<file path="src/rtl/gss_pkg.sv">
// shared types, constants and vector helpers of the gjk simplex step unit
package gss_pkg;

	localparam int CW = 16;              // coordinate width
	localparam int DW = 64;              // direction component width
	localparam int SW = CW + 2;          // small operand width (differences, negation)
	localparam int PRW = DW + SW;        // product width
	localparam int AW = PRW + 6;         // accumulator width
	localparam int IN_W = ((3 * CW + 7) / 8) * 8;
	localparam int OUT_FW = 3 * DW + 3 * CW + 2;
	localparam int OUT_W = ((OUT_FW + 7) / 8) * 8;
	localparam int NVTX = 4;

	localparam logic OP_START = 1'b0;
	localparam logic OP_CONT = 1'b1;

	localparam logic [1:0] ST_CONT = 2'd0;
	localparam logic [1:0] ST_INT = 2'd1;
	localparam logic [1:0] ST_SEP = 2'd2;
	localparam logic [1:0] ST_IGN = 2'd3;

	typedef struct packed {
		logic signed [CW-1:0] z;
		logic signed [CW-1:0] y;
		logic signed [CW-1:0] x;
	} cvec_t;

	typedef struct packed {
		logic signed [SW-1:0] z;
		logic signed [SW-1:0] y;
		logic signed [SW-1:0] x;
	} svec_t;

	typedef struct packed {
		logic signed [DW-1:0] z;
		logic signed [DW-1:0] y;
		logic signed [DW-1:0] x;
	} dvec_t;

	// job request to the shared mac unit
	typedef struct packed {
		logic start;
		logic dot;
		logic neg;
	} mac_cmd_t;

	typedef struct packed {
		logic done;
		logic pos;
	} mac_rsp_t;

	// u - v at small width
	function automatic svec_t vdiff(cvec_t u, cvec_t v);
		svec_t r;
		r.x = SW'(u.x) - SW'(v.x);
		r.y = SW'(u.y) - SW'(v.y);
		r.z = SW'(u.z) - SW'(v.z);
		return r;
	endfunction

	function automatic dvec_t s2d(svec_t s);
		dvec_t r;
		r.x = DW'(s.x);
		r.y = DW'(s.y);
		r.z = DW'(s.z);
		return r;
	endfunction

	function automatic dvec_t dneg(dvec_t d);
		dvec_t r;
		r.x = -d.x;
		r.y = -d.y;
		r.z = -d.z;
		return r;
	endfunction

endpackage

</file>
<file path="src/rtl/gss_mac_unit.sv">
// shared multiply-accumulate unit: cross product or dot-product sign, one product term at a time
module gss_mac_unit (
	input  logic             clk,
	input  logic             arst_n,
	input  gss_pkg::mac_cmd_t cmd,
	input  gss_pkg::dvec_t   big_op,
	input  gss_pkg::svec_t   small_op,
	output gss_pkg::mac_rsp_t rsp,
	output gss_pkg::dvec_t   res
);
	import gss_pkg::*;

	logic busy_q, ph_q, dot_q, neg_q, done_q, pos_q;
	logic [2:0] cnt_q;
	logic signed [PRW-1:0] prod_q;
	logic signed [AW-1:0] acc_q, acc_nxt, pext;
	dvec_t res_q;
	logic [1:0] ui, vi;
	logic signed [DW-1:0] bsel;
	logic signed [SW-1:0] ssel;
	logic sub;

	// operand component selection per term
	always_comb begin
		ui = cnt_q[1:0];
		vi = cnt_q[1:0];
		if (!dot_q) begin
			case (cnt_q)
				3'd0: begin ui = 2'd1; vi = 2'd2; end
				3'd1: begin ui = 2'd2; vi = 2'd1; end
				3'd2: begin ui = 2'd2; vi = 2'd0; end
				3'd3: begin ui = 2'd0; vi = 2'd2; end
				3'd4: begin ui = 2'd0; vi = 2'd1; end
				default: begin ui = 2'd1; vi = 2'd0; end
			endcase
		end
		case (ui)
			2'd0: bsel = big_op.x;
			2'd1: bsel = big_op.y;
			default: bsel = big_op.z;
		endcase
		case (vi)
			2'd0: ssel = small_op.x;
			2'd1: ssel = small_op.y;
			default: ssel = small_op.z;
		endcase
	end

	assign sub = dot_q ? 1'b0 : (cnt_q[0] ^ neg_q);
	assign pext = AW'(prod_q);
	assign acc_nxt = sub ? (acc_q - pext) : (acc_q + pext);

	always_ff @(posedge clk or negedge arst_n) begin
		if (!arst_n) begin
			busy_q <= 1'b0;
			ph_q <= 1'b0;
			cnt_q <= 3'd0;
			dot_q <= 1'b0;
			neg_q <= 1'b0;
			done_q <= 1'b0;
		end else begin
			done_q <= 1'b0;
			if (cmd.start) begin
				busy_q <= 1'b1;
				ph_q <= 1'b0;
				cnt_q <= 3'd0;
				dot_q <= cmd.dot;
				neg_q <= cmd.neg;
			end else if (busy_q) begin
				ph_q <= ~ph_q;
				if (ph_q) begin
					if ((dot_q && cnt_q == 3'd2) || (!dot_q && cnt_q == 3'd5)) begin
						busy_q <= 1'b0;
						done_q <= 1'b1;
					end else begin
						cnt_q <= cnt_q + 3'd1;
					end
				end
			end
		end
	end

	always_ff @(posedge clk) begin
		if (cmd.start) begin
			acc_q <= '0;
		end else if (busy_q) begin
			if (!ph_q) begin
				prod_q <= bsel * ssel;
			end else if (dot_q) begin
				acc_q <= acc_nxt;
				pos_q <= !acc_nxt[AW-1] && (acc_nxt != '0);
			end else if (cnt_q[0]) begin
				acc_q <= '0;
				case (cnt_q[2:1])
					2'd0: res_q.x <= acc_nxt[DW-1:0];
					2'd1: res_q.y <= acc_nxt[DW-1:0];
					default: res_q.z <= acc_nxt[DW-1:0];
				endcase
			end else begin
				acc_q <= acc_nxt;
			end
		end
	end

	assign rsp.done = done_q;
	assign rsp.pos = pos_q;
	assign res = res_q;

endmodule

</file>
<file path="config.mk">
export PLATFORM = sky130hd
export DESIGN_NAME = gss_mac_unit
export DESIGN_NICKNAME = d
export VERILOG_FILES = /design/src/rtl/gss_pkg.sv /design/src/rtl/gss_mac_unit.sv
export SDC_FILE = /design/constraint.sdc
export NUM_CORES = 2
export LEC_CHECK = 0
export BUFFER_PORTS_ARGS = -buffer_cell sky130_fd_sc_hd__buf_2
export CAP_MARGIN = 20
export CORE_MARGIN = 3
export CORE_UTILIZATION = 64
export DETAILED_ROUTE_END_ITERATION = 7
export PLACE_DENSITY_LB_ADDON = 0.1
export SETUP_SLACK_MARGIN = 0.2
export SYNTH_ARGS = -nofsm -noshare
export SYNTH_HDL_FRONTEND = slang
export SYNTH_SLANG_ARGS = --single-unit
</file>
<file path="constraint.sdc">
create_clock -name clk -period 11.5 [get_ports clk]
set_input_delay 0 -clock clk [delete_from_list [all_inputs] [get_ports clk]]
set_output_delay 0 -clock clk [all_outputs]
set_load 0.02 [all_outputs]
</file>
==> results.cfg <==
[logic_synthesis]
synth-edff-count = 275
ys_ff_latch = 371
synth_top_cells_by_count = inv_1, fa_1, nand2_1
yosys.area_share.simple_pct = 14.77
syn_inst = 6576
synth_seq_area_share_pct = 17.41
synth-compound-area-share_pct = 10.24
synth.avg_cell_area_sq_um = 8.924
syn-cell-area_sq_mm = 0.05869
yosys.area.top_type = fa_1
synth_top_area_share_pct = 36.36
synth_top_family_by_area = adder cells
synthAdderAreaFrac_pct = 42.29
async_flop_share_pct = 2.156
syn_nets = 8171
yosysUniqueCellTypes = 86
yosysWarnings = 0
synth.most_common_cell = inv_1
synth-main-ff-cell = edfxtp_1
synth-xor-area-share_pct = 3.460
synthMuxAreaShare_pct = 1.631
synth_area_leaders = fa_1, edfxtp_1, inv_1

[grt]
grt_pass1_vias = 49700
antenna_found_initial = 3
grt_pass1_wl_um = 281400
grt_usage_pct = 38.63
overflow = 0
grt_start_max_net_pins = 83

[clock_network]
cts.clk_slew.worst_paths_ns = 0.07
cts.repair.resized = 0
clock-sinks = 371
h-tree-depth = 1
cts_root_buf = clkbuf_16
clkLatencyLatePin_ns = 0.59
cts.path.max_buffers = 3
cts_buffers = 29
cts_tree = done

[timing]
fin_crit_sh_pct = 89.18
fmax_ghz = 0.09750
setup-violations-final = 0
tns_ns = 0
finalHoldViolations = 0
timing.final.ws_setup_ns = 1.244
relSlewSlack_pct = 20.39
slew_viol_final = 0
min_period_ns = 10.26
worst_slew_pin_slew_ns = 1.194
finalClockSkew_ns = 0.01773
rsz0062_at_grt = false

[status]
status = finished, final reports clean

[detailed_routing]
viasPerCell = 6.005
drt_iter0_markers = 4812
routed_wl_um = 183100
wire_per_inst_um = 22.83
drt_pass1_iterations = 7
num_vias = 48150
drc = 0
ant_nets = 0

[floorplan]
die_area_sq_mm = 0.09537
core-area_sq_mm = 0.09042
start_util_pct = 64.90
rows = 110
fp.dieH_um = 308.8
die_width_um = 308.8
io-pin-count = 445

[critical_path]
r2r_cells = 30
slowest_delay_ns = 0.84
crit_path_start_kind = register
crit_path_frequent_cell = fa_1
critPathMaxFanout = 64
reg2reg_to = prod_q[50]
cp_top_family = adder cells
reg2reg_slack_ns = 1.24
slowest_stage = a21oi_1
cp_num_buf_inv = 6
cp.depth = 30
r2r-start = cnt_q[0]
worstPathRequired_ns = 11.84
path_class = reg -> reg
cp_data_arrival_time_ns = 10.59
end_kind = register

[place]
io_buffers = 444
gp_congestion = 0.9821
dp_hpwl_um = 146700
place_area_sq_mm = 0.06202
preCtsSetupSlack_ns = 1.509

[final_layout]
final_cell_area_sq_mm = 0.06318
final_layout_size_suffix_gt1_share_pct = 9.531
multiInputGateArea_sq_mm = 0.04270
seqCellArea_sq_mm = 0.01022
syn_to_final_growth_pct = 7.660
nNetsFinal = 8414
fillers = 7258

[hold_path]
hold-path-endpoint = prod_q[0]
hold_path.class = in -> reg
hp-start = small_op[36]
hold_depth = 4

[flow_run]
maxCapViolCount = 0
[metal layers]
metal / global-route usage [%] / vias to the layer above / part of all wire (%)
met5: 0 / - / 0.012
met1: 49.89 / 23690 / 37
met2: 62.28 / 2828 / 46
li1: - / 21110 / -
met3: 9.825 / 520 / 12
met4: 16.91 / 4 / 5.2
[how the worst max path moves through the flow]
stage | start | end | slack (ns)
6_report | cnt_q[0] | prod_q[50] | 1.24
3_5_place_dp | cnt_q[1] | prod_q[81] | 1.51
5_1_grt | cnt_q[0] | prod_q[81] | 0.75
2_1_floorplan | cnt_q[0] | prod_q[81] | 2.50
3_3_place_gp | cnt_q[2] | prod_q[50] | 1.61
4_1_cts | cnt_q[2] | prod_q[81] | 1.45
[cell families after synthesis]
family                   count (synthesis)
AO/OA/AOI/OAI                          927
XOR/XNOR                               231
adder cells (fa/ha/maj)               1344
buffers and inverters                 1589
flip-flops                             371
multiplexers                            94
AND/OR/NAND/NOR                       2020
[stage by stage]
stage	utilization, %	hold WS, ns	instances
after floorplan	-	-0.2956	6576
after global placement	68.53	-0.1200	7948
after detailed placement	68.59	-0.1124	7950
after CTS	69.77	0.07648	8011
after global routing	69.87	0.1379	8017
final	69.87	0.1116	8018
[what timing repair did]
item                                   CTS  global route
setup buffers                            0             0
hold buffers                             8             0
endpoints found under the hold margin   36             0
[worst min-delay path, stage by stage]
cell	delay, ns
buf_2	0.09
o21ai_1	0.06
buf_4	0.25
nor2_1	0.16
[placed cells by master (no fill, tap or decap), drive strengths merged, types with 142 or more instances in the layout]
cell type  instances
inv             1265
fa              1066
nand2            951
nor2             646
buf              532
a21oi            295
ha               278
edfxtp           275
o21ai            152
a21o             142
[registers in the layout, indices dropped and copies added (netlist names)]
signal and flops:
dot_q 1, prod_q 82, done_q 1, busy_q 1
res 192, pos_q 1, ph_q 1, acc_q 88
cnt_q 3, neg_q 1
[area by class of cell]
class / count / area share, %
well taps: 1176 / 2.329
diodes: 1 / 0.003961
flip-flops and latches: 371 / 16.18
clock inverters: 23 / 0.4079
clock buffers: 30 / 1.155
inverters: 1260 / 7.486
multi-input cells: 4616 / 67.58
repair buffers: 541 / 4.864
Power is left out: the tool's default activity adds up to more than one toggle a clock period on the data nets, which glitch-free logic cannot reach.
